$ cat src/lmap_pkg.sv
// ----------------------------------------------------------------------------
// lmap_pkg
// Types and fixed constants shared by the LED matrix animation player.
// ----------------------------------------------------------------------------
package lmap_pkg;

  // item operation codes
  typedef enum logic [1:0] {
    FUNC_WR_PIXEL = 2'd0,
    FUNC_WR_DELAY = 2'd1,
    FUNC_RD_PIXEL = 2'd2,
    FUNC_ADVANCE  = 2'd3
  } lmap_func_e;

  // frame order; hold shows the frame without moving
  typedef enum logic [1:0] {
    MODE_FORWARD  = 2'd0,
    MODE_PINGPONG = 2'd1,
    MODE_RANDOM   = 2'd2,
    MODE_HOLD     = 2'd3
  } lmap_mode_e;

  // sequencer states
  typedef enum logic [3:0] {
    S_IDLE,
    S_EXEC,
    S_PIX_DATA,
    S_PIX_SCALE,
    S_ADV_SHOW,
    S_ADV_NEXT,
    S_RND_MUL,
    S_RND_RD,
    S_RND_CHK
  } lmap_state_e;

  // register indexes (byte address 4*index)
  localparam logic [1:0] REG_LOOP_LIMIT = 2'd0;
  localparam logic [1:0] REG_RUN_MODE   = 2'd1;
  localparam logic [1:0] REG_BRIGHTNESS = 2'd2;

  localparam logic [7:0]  LOOP_LIMIT_RST = 8'd1;
  localparam logic [7:0]  BRIGHTNESS_RST = 8'd255;
  localparam logic [7:0]  LOOP_MAX       = 8'd255;
  localparam logic [15:0] LFSR_SEED      = 16'hACE1;
  localparam logic [4:0]  SHOWS_PER_LOOP = 5'd20;
  localparam logic [4:0]  RANDOM_LAST    = 5'd20;

  // floor(p*39/10000) == (p*SCALE_MUL) >> SCALE_SHIFT for p up to 255*255
  localparam logic [22:0] SCALE_MUL   = 23'd4187594;
  localparam int          SCALE_SHIFT = 30;

  typedef struct packed {
    lmap_func_e  func;
    logic [3:0]  frame_index;
    logic [3:0]  column;
    logic [3:0]  row;
    logic [7:0]  red_in;
    logic [7:0]  green_in;
    logic [7:0]  blue_in;
    logic [15:0] delay_in;
  } lmap_item_t;

  typedef struct packed {
    logic [7:0]  red_out;
    logic [7:0]  green_out;
    logic [7:0]  blue_out;
    logic        running;
    logic [15:0] shown_delay;
    logic [3:0]  next_frame;
  } lmap_result_t;

  typedef struct packed {
    logic [7:0] loop_limit;
    lmap_mode_e run_mode;
    logic [7:0] brightness;
  } lmap_cfg_t;

endpackage

$ cat src/lmap_regs.sv
// ----------------------------------------------------------------------------
// lmap_regs
// APB-style configuration registers: loop limit, run mode and brightness.
// ----------------------------------------------------------------------------
module lmap_regs (
  input  logic               clk_i,
  input  logic               rst_ni,
  input  logic               psel_i,
  input  logic               penable_i,
  input  logic               pwrite_i,
  input  logic [3:0]         paddr_i,
  input  logic [31:0]        pwdata_i,
  output logic [31:0]        prdata_o,
  output logic               pready_o,
  output lmap_pkg::lmap_cfg_t cfg_o
);

  lmap_pkg::lmap_cfg_t cfg_q;
  logic                wr_en;

  assign pready_o = 1'b1;
  assign wr_en    = psel_i & penable_i & pwrite_i;

  // register writes in the access phase
  always_ff @(posedge clk_i or negedge rst_ni) begin
    if (!rst_ni) begin
      cfg_q.loop_limit <= lmap_pkg::LOOP_LIMIT_RST;
      cfg_q.run_mode   <= lmap_pkg::MODE_FORWARD;
      cfg_q.brightness <= lmap_pkg::BRIGHTNESS_RST;
    end else if (wr_en) begin
      case (paddr_i[3:2])
        lmap_pkg::REG_LOOP_LIMIT: cfg_q.loop_limit <= pwdata_i[7:0];
        lmap_pkg::REG_RUN_MODE:   cfg_q.run_mode   <= lmap_pkg::lmap_mode_e'(pwdata_i[1:0]);
        lmap_pkg::REG_BRIGHTNESS: cfg_q.brightness <= pwdata_i[7:0];
        default: ;
      endcase
    end
  end

  // read back
  always_comb begin
    case (paddr_i[3:2])
      lmap_pkg::REG_LOOP_LIMIT: prdata_o = 32'(cfg_q.loop_limit);
      lmap_pkg::REG_RUN_MODE:   prdata_o = 32'(cfg_q.run_mode);
      lmap_pkg::REG_BRIGHTNESS: prdata_o = 32'(cfg_q.brightness);
      default:                  prdata_o = '0;
    endcase
  end

  assign cfg_o = cfg_q;

endmodule

$ cat config.mk
export PLATFORM = sky130hd
export DESIGN_NAME = lmap_regs
export DESIGN_NICKNAME = d
export VERILOG_FILES = /design/src/lmap_pkg.sv /design/src/lmap_regs.sv
export SDC_FILE = /design/constraint.sdc
export NUM_CORES = 1
export LEC_CHECK = 0
export BUFFER_PORTS_ARGS = -buffer_cell sky130_fd_sc_hd__clkbuf_2
export CAP_MARGIN = 20
export CORE_MARGIN = 4
export CORE_UTILIZATION = 38
export DETAILED_ROUTE_END_ITERATION = 12
export PLACE_DENSITY = 0.85
export REMOVE_ABC_BUFFERS = 1
export SETUP_SLACK_MARGIN = 0.3
export SKIP_CTS_REPAIR_TIMING = 1
export SKIP_LAST_GASP = 1
export SLEW_MARGIN = 0
export SYNTH_ARGS = -nofsm -noshare
export SYNTH_HDL_FRONTEND = slang
export SYNTH_SLANG_ARGS = --single-unit
$ cat constraint.sdc
create_clock -name clk_i -period 1.21 [get_ports clk_i]
set_clock_uncertainty 0.15 [all_clocks]
set_input_delay 0.0605 -clock clk_i [delete_from_list [all_inputs] [get_ports clk_i]]
set_output_delay 0.0605 -clock clk_i [all_outputs]
set_load 0.01 [all_outputs]
==> metrics.txt <==
CP endpoint kind=primary output; # port buffers=40; global-route wire length before repair=3.16 mm; DRT iter0 DRCs=35; root buf cell=clkbuf_4; simple-gate share of the synthesized area=6.76%; failing checks=hold timing, setup timing; worst-case reg-to-reg path depth=2; routed wire length=2.53 mm; LEAKAGE=0.827 nW; top-count cell post-synth=buf_4; arrival time at the worst endpoint=1170 ps; Max Slew Vio Count=0; clock slew at reported path FFs=100 ps; Initial Util=39.3%; vias per cell=4.46; die width=61.2 um; GRT Util Overall=11.8%; xor/xnor share of the synthesized area=0%; via count=812; commonest register cell after synthesis=dfstp_2; DRC=0; top cells by area, synth=dfstp_2, dfrtp_1, buf_4, mux2_4, mux2_2; Seq/Total Area, Yosys=43.0%; most instantiated cells after synthesis=buf_4, mux2_2, dfrtp_1, dfstp_2; PD cells=1360 nW/um^2; Diodes inserted=0; Final nets=193; Total Neg Setup Slack=-1310 ps; clk buf depth=2; CTS sink cnt=18; WHS Path Cells=2; Period minus WS final=1380 ps; Final GP Congestion=0.751; Synth Area in Compound Gates=0.932%; Final WS setup=-172 ps; largest family of logic cells by synthesized area=multiplexers; cts bufs inserted=3; Max Fanout on Critical Path=3; row count=19; Final period util=114%; Netlist cell types=17; worst hold slack=-117 ps; outcome=finished, violations left; fillers=238; share of cells above drive strength 1=58.9%; DP Wirelength=1.88 mm; syn avg cell area=12.1 sq um; max FFs per register=18; grt ovf=0; DR WL met3=223 um; Post-Syn Area=1070 sq um; I/O pin count=92; Tot Pwr=2.12 mW; Post-synth EDFFs=0; top cell type's share of synthesized area=22.0%; final core occ=57.0%; CTS H-Tree Depth=1; crit path kind=flip-flop to primary output; highest clock rate=724 MHz; Area Growth Syn to Fin=45.1%; setup violation total in the final timing report=13; maximum vdd drop=0.000840 V; Antenna Nets Post-Route=0; vias in the first global route=697; metal2 WL=1.33 mm; Final Hold Vio Count=6; Die Y-Extent=61.2 um; Cell Count, Final, Fillers Out=182; CP Data Required Time=1000 ps; startpoint type of the worst setup path=flip-flop; DR top layer=met4; RSZ-0062 raised after global routing=true; cell taking the most area after synthesis=dfstp_2; Synth Register Bits=18; drt pass-1 iters=4; pin count of the biggest net entering global routing=19; Worst-Skew Late Latency=280 ps; max_cap viols=0; Synth async-reset ratio=100%; hold crit path type=input port to flip-flop; DRT met1 WL=969 um; Core ar.=2730 sq um; Adder-Cell Fraction of Synth Area=0%; DR WL/cell=13.9 um; antenna violations before repair=0; Die ar.=3740 sq um; CTS tree=built; Syn. warnings=0; mux contribution to synthesized area=29.1%; Inst Count DP=165; Gate Count Post-Synth=89
[cells in the final DEF, fill, tap and decap left out, drive strengths merged, types with 2 or more instances in the layout]
| cell | instances |
|---|---|
| dfrtp | 9 |
| dfstp | 9 |
| dlygate4sd3 | 7 |
| o21ai | 2 |
| mux2 | 18 |
| nor2 | 6 |
| buf | 38 |
| mux2i | 8 |
| nand2 | 2 |
| clkbuf | 22 |
| conb | 25 |
[stage by stage]
stage               area, sq um  worst slack, ps
finish                     1560             -172
global placement           1260            -95.8
detailed placement         1260             -148
floorplan                   951            -47.4
CTS                        1290             -240
global route               1560             -267
[cell families (layout without fill, tap and decap cells)]
family                 count (synthesis)  in the layout
multiplexers                          26             26
flip-flops                            18             18
other                                  2             25
buffers and inverters                 28             67
AND/OR/NAND/NOR                       13             13
AO/OA/AOI/OAI                          2              2
[layout make-up]
cell class                      instances  area [sq um]  share of cell area [%]
Clock buffer                            4          26.3                    1.69
Multi-Input combinational cell         66           532                    34.1
Sequential cell                        18           462                    29.6
Tap cell                               31          38.8                    2.49
Timing Repair Buffer                   63           499                    32.0
[power by group]
part | internal, mW | switching (mW)
Combinational | 0.539 | 0.354
Clock | 0.128 | 0.177
Sequential | 0.795 | 0.122
[worst max-delay path, cell delays in order, from the launching register on]
cell     delay [ps]
dfstp_2         570
mux2i_1          70
nor2_1          100
buf_2           140
[final timing paths]
| check | to | slack, ps | from |
|---|---|---|---|
| worst max register to register | cfg_o[6] | 230 | cfg_o[6] |
| min in group asynchronous | cfg_o[11] | 80 | rst_ni |
| max in group asynchronous | cfg_o[4] | 480 | rst_ni |
| worst min-delay path | cfg_o[0] | -120 | pwdata_i[0] |
| worst max-delay path | prdata_o[5] | -170 | cfg_o[5] |
| worst min register to register | cfg_o[15] | 400 | cfg_o[15] |
[routing by layer]
layer / GRT usage (%) / vias up
li1: - / 370
met1: 15.6 / 401
met2: 19.0 / 39
met3: 2.52 / 2
met4: 4.64 / 0
met5: 0 / -
(Power assumes the default switching activity.)
