$ cat config.mk
export PLATFORM = sky130hd
export DESIGN_NAME = lmap_delay_mem
export DESIGN_NICKNAME = d
export VERILOG_FILES = /design/src/lmap_delay_mem.sv
export SDC_FILE = /design/constraint.sdc
export NUM_CORES = 1
export LEC_CHECK = 0
export BUFFER_PORTS_ARGS = -buffer_cell sky130_fd_sc_hd__buf_2
export CAP_MARGIN = 20
export CORE_MARGIN = 1.5
export CORE_UTILIZATION = 40
export DETAILED_ROUTE_END_ITERATION = 10
export GPL_ROUTABILITY_DRIVEN = 0
export PLACE_DENSITY = 0.54
export SLEW_MARGIN = 20
export SYNTH_ARGS = -nofsm -noshare
export SYNTH_HDL_FRONTEND = slang
export SYNTH_SLANG_ARGS = --single-unit
$ cat constraint.sdc
create_clock -name clk_i -period 2 [get_ports clk_i]
set_clock_uncertainty 0.2 [all_clocks]
set_input_delay 0.5 -clock clk_i [delete_from_list [all_inputs] [get_ports clk_i]]
set_output_delay 0.5 -clock clk_i [all_outputs]
set_load 0.01 [all_outputs]
$ cat src/lmap_delay_mem.sv
// ----------------------------------------------------------------------------
// lmap_delay_mem
// Frame delay RAM; per-entry valid bits make unwritten entries read as zero.
// ----------------------------------------------------------------------------
module lmap_delay_mem #(
  parameter int DEPTH  = 16,
  parameter int ADDR_W = 4
) (
  input  logic              clk_i,
  input  logic              rst_ni,
  input  logic              we_i,
  input  logic [ADDR_W-1:0] waddr_i,
  input  logic [15:0]       wdata_i,
  input  logic [ADDR_W-1:0] raddr_i,
  output logic [15:0]       rdata_o
);

  logic [15:0]      mem [DEPTH];
  logic [DEPTH-1:0] valid_q;
  logic [15:0]      rdata_q;

  // valid bits, cleared at reset
  always_ff @(posedge clk_i or negedge rst_ni) begin
    if (!rst_ni) begin
      valid_q <= '0;
    end else if (we_i) begin
      valid_q[waddr_i] <= 1'b1;
    end
  end

  // data write
  always_ff @(posedge clk_i) begin
    if (we_i) begin
      mem[waddr_i] <= wdata_i;
    end
  end

  // registered read, zero for entries never written
  always_ff @(posedge clk_i) begin
    rdata_q <= valid_q[raddr_i] ? mem[raddr_i] : 16'd0;
  end

  assign rdata_o = rdata_q;

endmodule

==> out/results.tsv, run 1 <==
metric	value	unit
nets	607	
Layout Utilization	0.496	
CP Capture Point	rdata_o[5]	
die area	0.0277	mm^2
proportion of layout cells with a drive suffix above 1	0.417	
Main synth FF type	edfxtp_1	
Reg2Reg Depth	5	
Worst VDD drop	0.701	mV
Critical path origin	valid_q[5]	
post-synth top area cell	edfxtp_1	
total congestion overflow	0	
CTS root buffer	clkbuf_16	
via count	5028	
CTS tree	built	
CTS Buf Count	30	
Reg2Reg Capture Point	rdata_o[5]	
DRC violations left	10	
H-tree depth	1	
Post-Layout Cell Count	939	
CP startpoint kind	register	
Post-synth ARST share	0.0556	
chip height	166	um
largest cells by area after synthesis	edfxtp_1, mux4_2, dfrtp_1	
Synth Area in Compound Gates	0.0316	
worst-skew pair later-pin latency	540	ps
final slew viol count	0	
Die X	166	um
detailed placement HPWL	14400	um
Core Area	0.0261	mm^2
Hold Path Class	in2reg	
fin crit period	1800	ps
# setup viols final	0	
adder-cell share of the synthesized area	0	
XOR/XNOR share of the synthesized area	0	
Synth top area share	0.719	
Synth top cells by count	edfxtp_1, mux4_2, a22oi_1	
Reg2Reg Setup Slack	200	ps
library cells used by synthesis	23	
Layout area overhead	21.4	%
Syn Std Cell Area	0.0107	mm^2
cell count after placement	882	
Leak	4.28	nW
Critical Path Sink Type	register	
sequential area share after synthesis	0.787	
final hold viol count	0	
Achievable Freq	0.555	GHz
CTS max path bufs	3	
Syn Inst Count	473	
Slew HR	0.760	
clk sinks	288	
Synth Area in Simple Gates	0.0237	
DR iter-0 viols	403	
Buffers on Ports	42	
WL final	23600	um
Detail Route Antenna Nets	0	
Vias/cell	5.35	
Ports	43	
post-synthesis sequential element count	288	
clock-pin transition on the worst setup and hold timing paths	60	ps
final setup TNS	0	ps
largest net degree at the start of global routing	29	
Syn Nets	500	
Slew @ Worst Pin	360	ps
vias in the first global route	5481	
worst setup path class	reg2reg	
failing checks	DRC	
Initial Util	0.409	
largest family of logic cells by synthesized area	multiplexers	
GRT Overall Usage	0.175	
Arr. time, crit path	2020	ps
initial antenna violation count	0	
number of flops mapped to enable cells by yosys	256	
drt pass-1 iters	8	
first-pass GRT wire length	35200	um
Reg-to-Reg Start	valid_q[5]	
count leader, synth	edfxtp_1	
post-synthesis average cell area	22.6	um^2
CP max FO	6	
fin crit share	0.900	
status	finished with violations	
# diodes	0	
RSZ-0062 raised after global routing	no	
Ys Warns	0	
wire length per cell	25.2	um
power density over cell area	1000	mW/mm^2
post-synthesis mux area share	0.143	
std cell rows	59	
Critical Path RT	2220	ps
max cap viols	0	
[cell usage in the layout, fill, tap and decap left out, types with 3 or more instances in the layout]
cell / n
clkbuf_8: 4
clkinv_2: 10
mux4_2: 68
buf_12: 26
dfrtp_1: 16
or2_2: 16
buf_4: 30
nor3_4: 4
buf_2: 41
a22oi_1: 32
clkbuf_16: 31
a21oi_1: 16
nor2_2: 13
dfxtp_1: 16
clkinv_1: 3
edfxtp_1: 256
clkbuf_1: 5
[worst max-delay path: stages (launching register included)]
cell and delay (ps):
dfrtp_1 370, mux4_2 480, a22o_4 280, nor2_8 130, buf_4 170, a21oi_1 50
[through the flow]
| stage | setup WS, ps | area (um^2) | power, mW | hold slack [ps] |
|---|---|---|---|---|
| after floorplan | -240 | 10800 | 7.43 | 4.41 |
| after global placement | -212 | 12000 | 7.82 | 216 |
| after detailed placement | -271 | 12000 | 7.85 | 229 |
| after CTS | 199 | 13000 | 13.1 | 107 |
| after global routing | 138 | 13000 | 13.4 | 130 |
| final | 200 | 13000 | 13.0 | 139 |
[layer usage]
layer / routed length (um) / up-vias / GRT usage
met5: 0 / - / 0
met3: 1140 / 25 / 0.0264
met4: 332 / 0 / 0.0304
met2: 12300 / 131 / 0.312
li1: - / 2201 / -
met1: 9840 / 2671 / 0.230
[repair_timing]
item,in CTS,in global routing
hold buffers,1,0
buffers inserted,0,0
endpoints found under the setup margin,0,0
endpoints found under the hold margin,16,0
gates resized for setup,0,0
[how the worst min path moves through the flow]
stage | from | endpoint | cells after the start
finish | wdata_i[3] | mem[3][3] | 1
global route | wdata_i[3] | mem[8][3] | 1
CTS | wdata_i[4] | mem[5][4] | 1
detailed placement | rst_ni | valid_q[14] | 1
global placement | rst_ni | valid_q[14] | 1
floorplan | rst_ni | valid_q[0] | 0
[sequential cells by signal (all words and copies together), names as in the netlist]
register  flops
rdata_o      16
valid_q      16
mem         256
[cell type report]
cell class / count / area [um^2]
clock inverter: 16 / 106
clock buffer: 40 / 850
tap: 335 / 419
multi-input combinational: 162 / 2220
sequential: 288 / 8410
fill: 2147 / 13200
timing repair buffer: 98 / 961
[report_power, final]
part	switching, mW	internal (mW)	total [mW]
Combinational	0.452	0.414	0.866
Clock	2.17	3.10	5.27
Sequential	0.0728	6.77	6.84
[cell families after synthesis]
| logic type | Yosys count |
|---|---|
| AND/OR/NAND/NOR | 44 |
| AO/OA/AOI/OAI | 50 |
| flip-flops | 288 |
| buffers and inverters | 23 |
| multiplexers | 68 |
(Power assumes the default switching activity.)
==> run 2: changes to the inputs <==
--- a/config.mk
+++ b/config.mk
@@ -5,13 +5,16 @@
 export SDC_FILE = /design/constraint.sdc
 export NUM_CORES = 1
 export LEC_CHECK = 0
+export ABC_AREA = 1
 export BUFFER_PORTS_ARGS = -buffer_cell sky130_fd_sc_hd__buf_2
 export CAP_MARGIN = 20
 export CORE_MARGIN = 1.5
 export CORE_UTILIZATION = 40
+export CTS_CLUSTER_DIAMETER = 200
 export DETAILED_ROUTE_END_ITERATION = 10
 export GPL_ROUTABILITY_DRIVEN = 0
 export PLACE_DENSITY = 0.54
+export REMOVE_ABC_BUFFERS = 1
 export SLEW_MARGIN = 20
 export SYNTH_ARGS = -nofsm -noshare
 export SYNTH_HDL_FRONTEND = slang
==> out/results.tsv, run 2 <==
metric	value	unit	change
most frequent cells in the layout	nand2_1, edfxtp_1, inv_1		was edfxtp_1, mux4_2, buf_2
fin crit period	1770	ps	was 1800 ps
Critical Path Sink Type	output port		was register
Fin Hold WS	125	ps	was 139 ps
RSZ-0062 raised after global routing	no		unchanged
Post-synth ARST share	0.0556		unchanged
via count	8123		was 5,028
post-synth top area cell	edfxtp_1		unchanged
CP max FO	1		was 6
wire length per cell	18.2	um	was 25.2 um
largest net degree at the start of global routing	38		was 29
initial antenna violation count	0		unchanged
max cap viols	0		unchanged
DRC violations left	0		was 10
Syn Inst Count	1190		was 473
Arr. time, crit path	1070	ps	was 2020 ps
CTS tree	built		unchanged
nets	1311		was 607
delay-heaviest family, CP	flip-flops		was multiplexers
Ports	43		unchanged
Worst VDD drop	0.711	mV	was 0.701 mV
largest reg by FF count	mem		unchanged
std cell rows	63		was 59
post-synthesis average cell area	10.3	um^2	was 22.6 um^2
Hold Path Class	in2reg		unchanged
DR iter-0 viols	679		was 403
# diodes	0		unchanged
CP cell instances	buf_2		was mux4_2 > a22o_4 > nor2_8 > buf_4 > a21oi_1
Critical Path RT	1300	ps	was 2220 ps
# setup viols final	0		unchanged
worst setup path class	reg2out		was reg2reg
CTS Hold Bufs	1		unchanged
Slew @ Worst Pin	408	ps	was 360 ps
final slew viol count	0		unchanged
CTS Buf Count	31		was 30
library cells used by synthesis	16		was 23
drt pass-1 iters	7		was 8
vias in the first global route	7914		was 5,481
detailed placement HPWL	18900	um	was 14,400 um
sequential area share after synthesis	0.687		was 0.787
chip height	178	um	was 166 um
most common cell after layout, fill and taps aside	nand2_1		was edfxtp_1
Die X	178	um	was 166 um
Slew HR	0.728		was 0.760
Vias/cell	4.79		was 5.35
Ys Warns	0		unchanged
Layout area overhead	18.3	%	was 21.4%
first-pass GRT wire length	47600	um	was 35,200 um
post-synthesis sequential element count	288		unchanged
number of flops mapped to enable cells by yosys	256		unchanged
Detail Route Antenna Nets	0		unchanged
clk sinks	288		unchanged
Buffers on Ports	42		unchanged
CTS max path bufs	3		unchanged
status	complete, no violations		was finished with violations
H-tree depth	1		unchanged
Synth top area share	0.628		was 0.719
worst-skew pair later-pin latency	550	ps	was 540 ps
WP buf/inv	1		unchanged
Leak	6.40	nW	was 4.28 nW
post-CTS setup buffers	0		unchanged
final hold viol count	0		unchanged
max FFs per register	256		unchanged
die area	0.0317	mm^2	was 0.0277 mm^2
total congestion overflow	0		unchanged
largest cells by area after synthesis	edfxtp_1, nand2_1, nand3_1		was edfxtp_1, mux4_2, dfrtp_1
Layout Utilization	0.485		was 0.496
power density over cell area	919	mW/mm^2	was 1000 mW/mm^2
count leader, synth	nand2_1		was edfxtp_1
Core Area	0.0299	mm^2	was 0.0261 mm^2
GRT Overall Usage	0.203		was 0.175
Achievable Freq	0.564	GHz	was 0.555 GHz
fin crit share	0.886		was 0.900
Setup WS post-layout	227	ps	was 200 ps
WL final	31000	um	was 23,600 um
max incr delay on CP	370	ps	was 480 ps
Main synth FF type	edfxtp_1		unchanged
post-cts sizing count	0		unchanged
Filler cells	2728		was 2,147
CTS root buffer	clkbuf_16		unchanged
final setup TNS	0	ps	unchanged
clock-pin transition on the worst setup and hold timing paths	60	ps	about the same
Synth top cells by count	nand2_1, edfxtp_1, inv_1		was edfxtp_1, mux4_2, a22oi_1
Syn Std Cell Area	0.0122	mm^2	was 0.0107 mm^2
proportion of layout cells with a drive suffix above 1	0.134		was 0.417
Setup Slack @ Placement	37.8	ps	was -271 ps
CP startpoint kind	register		unchanged
Initial Util	0.410		was 0.409
Worst path slowest cell	dfxtp_1		was mux4_2
run 2: cell types whose count changed in the layout (fill, tap and decap cells not counted), moves of 7 or more:
cell      change
or2_2        -16
inv_1       +227
nand3_1     +207
clkinv_1      +7
mux4_2       -68
o21ai_0      +16
nand2_1     +374
buf_4        +17
a21oi_1      -16
a22oi_1      -32
run 2: kinds of logic after synthesis:
logic type	count (synthesis)	share of synthesized area
buf+inv	285	0.101
flops	288	0.687
simple gates	601	0.206
compound gates	16	0.00654
run 2: stage by stage:
| stage | power (mW) | std cells | instance area [um^2] |
|---|---|---|---|
| 2_1_floorplan | 7.25 | 1136 | 11900 |
| 3_3_place_gp | 7.81 | 1640 | 13500 |
| 3_5_place_dp | 7.82 | 1640 | 13500 |
| 4_1_cts | 13.4 | 1697 | 14500 |
| 5_1_grt | 13.7 | 1697 | 14500 |
| 6_report | 13.3 | 1697 | 14500 |
run 2: path summary, 6_finish.rpt:
| check | from | endpoint | slack [ps] | cells past startpoint |
|---|---|---|---|---|
| setup / recovery | rdata_o[11] | rdata_o[11] | 230 | 1 |
| hold / removal | wdata_i[0] | mem[8][0] | 120 | 1 |
| setup reg to reg | valid_q[4] | rdata_o[2] | 520 | 9 |
| hold reg to reg | valid_q[2] | valid_q[2] | 260 | 2 |
| max in group asynchronous | rst_ni | valid_q[2] | 1140 | 2 |
| min in group asynchronous | rst_ni | valid_q[10] | 190 | 2 |
run 2: layout make-up:
cell class | count | area (um^2) | share of cell area
inverters | 231 | 870 | 0.0601
clock buffers | 36 | 795 | 0.0549
repair buffers | 115 | 1090 | 0.0752
flip-flops and latches | 288 | 8410 | 0.581
well taps | 390 | 488 | 0.0337
multi-input cells | 617 | 2640 | 0.182
clock inverters | 20 | 191 | 0.0132
run 2: routing by layer:
| layer | track usage | share of wire | vias to the layer above |
|---|---|---|---|
| met5 | 0 | 0 | - |
| met4 | 0.0637 | 0.030 | 0 |
| met3 | 0.0234 | 0.043 | 58 |
| met2 | 0.335 | 0.47 | 188 |
| met1 | 0.281 | 0.45 | 3878 |
| li1 | - | - | 3999 |
run 2: report_power, final:
part	internal [mW]	total, mW	switching (mW)
clock	3.32	5.62	2.29
combinational	0.325	0.953	0.629
sequential	6.69	6.73	0.0396
total	10.3	13.3	2.96
