--- config.mk ---
export PLATFORM = sky130hd
export DESIGN_NAME = lmap_scaler
export DESIGN_NICKNAME = d
export VERILOG_FILES = /design/src/lmap_pkg.sv /design/src/lmap_scaler.sv
export SDC_FILE = /design/constraint.sdc
export NUM_CORES = 1
export LEC_CHECK = 0
export BUFFER_PORTS_ARGS = -buffer_cell sky130_fd_sc_hd__buf_4
export CORE_ASPECT_RATIO = 1.25
export CORE_MARGIN = 1.5
export CORE_UTILIZATION = 45
export CTS_BUF_LIST = sky130_fd_sc_hd__clkbuf_2
export DETAILED_ROUTE_END_ITERATION = 7
export RECOVER_POWER = 25
export SETUP_SLACK_MARGIN = 0.02
export SYNTH_ARGS = -nofsm -noshare
export SYNTH_HDL_FRONTEND = slang
export SYNTH_SLANG_ARGS = --single-unit
--- constraint.sdc ---
create_clock -name clk_i -period 20.5 [get_ports clk_i]
set_input_delay 4.1 -clock clk_i [delete_from_list [all_inputs] [get_ports clk_i]]
set_output_delay 4.1 -clock clk_i [all_outputs]
set_load 0.02 [all_outputs]
--- src/lmap_pkg.sv ---
// ----------------------------------------------------------------------------
// lmap_pkg
// Types and fixed constants shared by the LED matrix animation player.
// ----------------------------------------------------------------------------
package lmap_pkg;

  // item operation codes
  typedef enum logic [1:0] {
    FUNC_WR_PIXEL = 2'd0,
    FUNC_WR_DELAY = 2'd1,
    FUNC_RD_PIXEL = 2'd2,
    FUNC_ADVANCE  = 2'd3
  } lmap_func_e;

  // frame order; hold shows the frame without moving
  typedef enum logic [1:0] {
    MODE_FORWARD  = 2'd0,
    MODE_PINGPONG = 2'd1,
    MODE_RANDOM   = 2'd2,
    MODE_HOLD     = 2'd3
  } lmap_mode_e;

  // sequencer states
  typedef enum logic [3:0] {
    S_IDLE,
    S_EXEC,
    S_PIX_DATA,
    S_PIX_SCALE,
    S_ADV_SHOW,
    S_ADV_NEXT,
    S_RND_MUL,
    S_RND_RD,
    S_RND_CHK
  } lmap_state_e;

  // register indexes (byte address 4*index)
  localparam logic [1:0] REG_LOOP_LIMIT = 2'd0;
  localparam logic [1:0] REG_RUN_MODE   = 2'd1;
  localparam logic [1:0] REG_BRIGHTNESS = 2'd2;

  localparam logic [7:0]  LOOP_LIMIT_RST = 8'd1;
  localparam logic [7:0]  BRIGHTNESS_RST = 8'd255;
  localparam logic [7:0]  LOOP_MAX       = 8'd255;
  localparam logic [15:0] LFSR_SEED      = 16'hACE1;
  localparam logic [4:0]  SHOWS_PER_LOOP = 5'd20;
  localparam logic [4:0]  RANDOM_LAST    = 5'd20;

  // floor(p*39/10000) == (p*SCALE_MUL) >> SCALE_SHIFT for p up to 255*255
  localparam logic [22:0] SCALE_MUL   = 23'd4187594;
  localparam int          SCALE_SHIFT = 30;

  typedef struct packed {
    lmap_func_e  func;
    logic [3:0]  frame_index;
    logic [3:0]  column;
    logic [3:0]  row;
    logic [7:0]  red_in;
    logic [7:0]  green_in;
    logic [7:0]  blue_in;
    logic [15:0] delay_in;
  } lmap_item_t;

  typedef struct packed {
    logic [7:0]  red_out;
    logic [7:0]  green_out;
    logic [7:0]  blue_out;
    logic        running;
    logic [15:0] shown_delay;
    logic [3:0]  next_frame;
  } lmap_result_t;

  typedef struct packed {
    logic [7:0] loop_limit;
    lmap_mode_e run_mode;
    logic [7:0] brightness;
  } lmap_cfg_t;

endpackage

--- src/lmap_scaler.sv ---
// ----------------------------------------------------------------------------
// lmap_scaler
// Brightness scaling of three colour channels: registered channel*brightness
// product, then a reciprocal multiply for the fixed 39/10000 factor.
// ----------------------------------------------------------------------------
module lmap_scaler (
  input  logic        clk_i,
  input  logic        load_i,
  input  logic [23:0] pixel_i,
  input  logic [7:0]  brightness_i,
  output logic [23:0] scaled_o
);

  logic [15:0] prod_q [3];
  logic [38:0] fix    [3];

  // first stage: channel times brightness
  always_ff @(posedge clk_i) begin
    if (load_i) begin
      for (int ch = 0; ch < 3; ch++) begin
        prod_q[ch] <= 16'(pixel_i[ch*8 +: 8]) * 16'(brightness_i);
      end
    end
  end

  // second stage: constant factor by reciprocal
  always_comb begin
    for (int ch = 0; ch < 3; ch++) begin
      fix[ch] = 39'(prod_q[ch]) * 39'(lmap_pkg::SCALE_MUL);
      scaled_o[ch*8 +: 8] = fix[ch][lmap_pkg::SCALE_SHIFT +: 8];
    end
  end

endmodule

==> flow_metrics.env, run 1 <==
export IMPL_critPathLaunchType="flip-flop"
export IMPL_cts_htree_levels=2
export IMPL_dr_pass1_iters=5
export IMPL_final_max_slew_viol_count=49
export IMPL_worstSetupPathType="flip-flop to primary output"
export IMPL_synth_async_reset_ratio_pct=0
export IMPL_yosysSeqAreaShare_pct=5.746
export IMPL_place_worst_setup_slack_ps=10040
export IMPL_initial_core_util_pct=45.59
export IMPL_fin_crit_ps=11030
export IMPL_drive_gt1_share_pct=2.975
export IMPL_fp_dieW_um=214.2
export IMPL_die_area_mm2=0.05717
export IMPL_portBuffers=57
export IMPL_regMostFlops="prod_q"
export IMPL_die_h_um=267.0
export IMPL_grt_total_usage_pct=20.02
export IMPL_cp_max_fo=8
export IMPL_holdPathStages=2
export IMPL_top_regs="prod_q x48"
export IMPL_largest_register_ffs=48
export IMPL_syn_cell_area_mm2=0.02508
export IMPL_synth_edf_count=48
export IMPL_critical_path_top_delay_family="adder cells"
export IMPL_crit_top_cell="fa_1"
export IMPL_viasPerCell=4.988
export IMPL_clk_pin_slew_ps=300
export IMPL_postSynthCellCount=2565
export IMPL_post_cts_buffers=0
export IMPL_dpl_hpwl_mm=49.37
export IMPL_io_pins=58
export IMPL_final_nets=3629
export IMPL_antenna_found_initial=7
export IMPL_cts_root_buf="clkbuf_2"
export IMPL_ys_types=64
export IMPL_worst_slew_pin_slew_ps=2790
export IMPL_yosysMostFrequentCell="inv_1"
export IMPL_crit_chain="fa_1 -> inv_1 -> fa_1 -> fa_1 -> inv_1 -> fa_1 -> fa_1 -> inv_1 -> fa_1 -> inv_1 -> ha_1 -> nand4_1 -> nor3_1 -> nand2_1 -> o41ai_1 -> o21ai_0 -> o21bai_1 -> xor2_1 -> buf_4"
export IMPL_ys_warnings_count=0
export IMPL_synth_area_per_cell_um2=9.779
export IMPL_cts_buffer_depth=2
export IMPL_grt_pass1_wl_mm=91.87
export IMPL_slowest_delay_ps=750
export IMPL_yosys_area_top_type_share_pct=39.51
export IMPL_hold_path_class="input pin to flip-flop"
export IMPL_wl_per_cell_um=16.34
export IMPL_grt_pass1_vias=18500
export IMPL_routed_wl_mm=54.30
export IMPL_cp_arrival_ps=6930
export IMPL_remaining_drc_errors=0
export IMPL_ctsHoldBuffers=0
export IMPL_finalSetupViolCount=0
export IMPL_yosys_area_top_type="fa_1"
export IMPL_max_slew_margin_pct=-85.99
export IMPL_vias=16580
export IMPL_post_cts_resized=0
export IMPL_crit_buf_inv=5
export IMPL_fmax_ghz=0.09064
export IMPL_cts_sinks=48
export IMPL_antenna_left=0
export IMPL_min_delay_start="pixel_i[8]"
export IMPL_dominantRegCellSynth="edfxtp_1"
export IMPL_setup_ws_ps=9468
export IMPL_yosys_top_cells_area="fa_1 40%, ha_1 26%, inv_1 11%"
export IMPL_row_count=96
export IMPL_hold_violations=0
export IMPL_drt_iter0_drc=475
export IMPL_synth_nets=3607
export IMPL_syn_to_final_growth_pct=4.664
export IMPL_rsz0062_at_grt="false"
export IMPL_gp_congestion=0.9324
export IMPL_core_area_mm2=0.05501
export IMPL_max_cap_violations=1
export IMPL_slowest_stage="fa_1"
export IMPL_tritoncts="built"
export IMPL_ys_seq_elements=48
export IMPL_status="finished, violations left"
export IMPL_fin_setup_tns_ps=0
export IMPL_grt_max_degree=49
export IMPL_worstHoldEndpoint="prod_q[0][16]"
export IMPL_cp_end_kind="primary output"
export IMPL_violations="capacitance limit, slew limit"
export IMPL_netlist_top_cells_count="761 x inv_1, 513 x ha_1, 495 x fa_1"
export IMPL_overflow=0
export IMPL_cts_buffers=5
export IMPL_fin_crit_sh_pct=53.82
export IMPL_worstPathRequired_ps=16400
-- layout by cell type (no fill, tap or decap), types with 11 or more instances in the layout --
cell type / netlist / routed
nor3_1: 17 / 17
a21oi_1: 73 / 73
edfxtp_1: 48 / 48
a21o_1: 21 / 21
o21ai_0: 47 / 47
inv_1: 761 / 761
fa_1: 495 / 495
xnor2_1: 40 / 40
nand3_1: 18 / 18
nand4_1: 18 / 18
nand2_1: 137 / 137
xor2_1: 15 / 15
and2_1: 122 / 119
ha_1: 513 / 513
buf_4: 24 / 56
nor2_1: 39 / 39
a211oi_1: 11 / 11
-- metrics by stage --
step	cells	util [%]	area, um^2	hold slack [ps]
after CTS	3323	47.73	26260	3856
after detailed placement	3315	47.60	26190	4473
after floorplan	2565	-	25080	4213
after global routing	3324	47.72	26250	3845
final	3324	47.72	26250	3914
after global placement	3315	47.60	26190	4472
-- cell families (layout without fill, tap and decap cells) --
group,Yosys count,in the layout,share of synthesized area [%]
xor gates and xnor gates,55,55,1.921
DFF,48,48,5.746
muxes,6,6,0.2394
other,0,1,0
AOI/OAI and AO/OA,237,237,6.171
buffers and inverters,804,827,12.39
and+or+nand+nor,407,407,8.435
adders and majority gates,1008,1008,65.10
-- layout make-up --
type / instances / area, um^2
Multi-Input combinational cell: 1713 / 20530
Clock inverter: 3 / 46.29
Timing Repair Buffer: 58 / 427.9
Clock buffer: 5 / 25.02
Tap cell: 735 / 919.6
Antenna cell: 1 / 2.502
Inverter: 761 / 2856
Sequential cell: 48 / 1441
Fill cell: 5313 / 28760
-- how the worst max path moves through the flow --
| stage | start | end | cells after the start |
|---|---|---|---|
| floorplan | prod_q[0][37] | scaled_o[18] | 19 |
| finish | prod_q[0][5] | scaled_o[5] | 19 |
| global placement | prod_q[0][5] | scaled_o[5] | 19 |
| global route | prod_q[0][5] | scaled_o[5] | 19 |
| CTS | prod_q[0][5] | scaled_o[5] | 19 |
| detailed placement | prod_q[0][5] | scaled_o[5] | 19 |
-- layer usage --
metal / vias to the layer above / wire [um] / global-route usage [%]
met5: - / 83 / 0
met4: 12 / 1475 / 5.577
met3: 77 / 1338 / 1.915
met2: 197 / 28430 / 37.59
met1: 8312 / 22970 / 24.29
li1: 7981 / - / -
Power of run 1 is left out: the tool's default activity adds up to more than one toggle a clock period on the data nets, which glitch-free logic cannot reach.
==> run 2, diff against run 1 <==
Clock period 20.5 ns to 10.63 ns, I/O delays scaled along.
==> flow_metrics.env, run 2 (same netlist as run 1, synthesis figures left out) <==
export IMPL_finalSetupViolCount=0
export IMPL_vias=16630
export IMPL_grt_total_usage_pct=19.94
export IMPL_grt_pass1_wl_mm=91.34
export IMPL_io_pins=58
export IMPL_final_max_slew_viol_count=49
export IMPL_critPathLaunchType="flip-flop"
export IMPL_min_delay_start="pixel_i[0]"
export IMPL_antenna_left=0
export IMPL_max_cap_violations=1
export IMPL_post_cts_buffers=0
export IMPL_layout_commonest_cell="inv_1"
export IMPL_cp_arrival_ps=6970
export IMPL_slowest_delay_ps=660
export IMPL_top_regs="prod_q x48"
export IMPL_cts_htree_levels=2
export IMPL_dr_pass1_iters=5
export IMPL_rsz0062_at_grt="false"
export IMPL_fillers=5211
export IMPL_drive_gt1_share_pct=2.975
export IMPL_largest_register_ffs=48
export IMPL_cp_end_kind="primary output"
export IMPL_cts_buffer_depth=2
export IMPL_fp_dieW_um=214.2
export IMPL_fmax_ghz=0.1099
export IMPL_critical_path_startpoint="prod_q[0][5]"
export IMPL_layout_common_cells="761 x inv_1, 513 x ha_1, 495 x fa_1, 137 x nand2_1, 119 x and2_1"
export IMPL_portBuffers=57
export IMPL_slowest_stage="fa_1"
export IMPL_cts_buffers=5
export IMPL_drt_iter0_drc=540
export IMPL_grt_max_degree=49
export IMPL_worstSetupPathType="flip-flop to primary output"
export IMPL_worstPathRequired_ps=8500
export IMPL_crit_end="scaled_o[5]"
export IMPL_final_nets=3629
export IMPL_worst_slew_pin_slew_ps=2821
export IMPL_clk_pin_slew_ps=300
export IMPL_tritoncts="built"
export IMPL_die_h_um=267.0
export IMPL_fin_crit_ps=9096
export IMPL_regMostFlops="prod_q"
export IMPL_gp_congestion=0.9335
export IMPL_hold_path_class="input pin to flip-flop"
export IMPL_die_area_mm2=0.05717
export IMPL_row_count=96
export IMPL_fin_crit_sh_pct=85.57
export IMPL_initial_core_util_pct=45.59
export IMPL_crit_top_cell="fa_1"
export IMPL_status="finished, violations left"
export IMPL_overflow=0
export IMPL_cts_sinks=48
export IMPL_antenna_found_initial=6
export IMPL_dpl_hpwl_mm=49.55
export IMPL_cp_max_fo=8
export IMPL_grt_pass1_vias=18420
export IMPL_ctsHoldBuffers=0
export IMPL_max_slew_margin_pct=-88.09
export IMPL_syn_to_final_growth_pct=4.674
export IMPL_violations="capacitance limit, slew limit"
export IMPL_viasPerCell=5.002
export IMPL_fin_setup_tns_ps=0
export IMPL_fin_cells=3325
export IMPL_crit_chain="fa_1 -> fa_1 -> inv_1 -> fa_1 -> inv_1 -> fa_1 -> fa_1 -> inv_1 -> fa_1 -> inv_1 -> ha_1 -> nand4_1 -> nor3_1 -> nand2_1 -> o41ai_1 -> o21ai_0 -> o21bai_1 -> xor2_1 -> buf_4"
export IMPL_core_area_mm2=0.05501
export IMPL_post_cts_resized=0
export IMPL_wl_per_cell_um=16.36
export IMPL_remaining_drc_errors=0
export IMPL_routed_wl_mm=54.38
export IMPL_cts_root_buf="clkbuf_2"
export IMPL_hold_violations=0
export IMPL_placedCellCount=3315
-- run 2: cell types whose count changed in the layout (fill, tap and decap cells not counted) --
cell / before / now
diode_2: 1 / 2
-- run 2: worst min-delay path by stage --
stage                     depth (start not counted)             to  slack [ps]
after floorplan                                   0   prod_q[0][0]        2240
after global placement                            2  prod_q[0][32]        2500
after detailed placement                          2  prod_q[0][32]        2500
after CTS                                         2   prod_q[0][0]        1880
after global routing                              2  prod_q[0][32]        1880
final                                             2   prod_q[0][0]        1940
-- run 2: layout make-up --
type,instances,area [um^2],area share [%]
antenna,2,5.005,0.01906
clock buffer,5,25.02,0.09531
clock inverter,3,46.29,0.1763
inverter,761,2856,10.88
multi-input combinational,1713,20530,78.21
sequential,48,1441,5.490
tap,735,919.6,3.503
timing repair buffer,58,427.9,1.630
-- run 2: critical path: cells and delay by family (launching register included) --
family / cells / cell delay, ps
compound gates: 3 / 1090
xor+xnor: 1 / 160
fa+ha+maj: 7 / 3610
buf+inv: 5 / 420
flops: 1 / 630
simple gates: 3 / 500
-- run 2: metal layers --
| metal | part of all wire, % | wire length, um | track usage (%) |
|---|---|---|---|
| met3 | 2.4 | 1322 | 1.983 |
| met1 | 42 | 23010 | 24.21 |
| met2 | 52 | 28270 | 37.01 |
| met5 | 0.14 | 76 | 0 |
| met4 | 3.1 | 1704 | 6.319 |
-- run 2: per-stage QoR --
step                      utilization (%)  area (um^2)  hold WS [ps]  worst slack (ps)
final                               47.73        26260          1936              1534
after global routing                47.72        26250          1876              1056
after CTS                           47.73        26260          1877              1418
after detailed placement            47.60        26190          2499              2113
after global placement              47.60        26190          2499              2294
after floorplan                         -        25080          2239              2682
Power of run 2 is left out for the same reason.
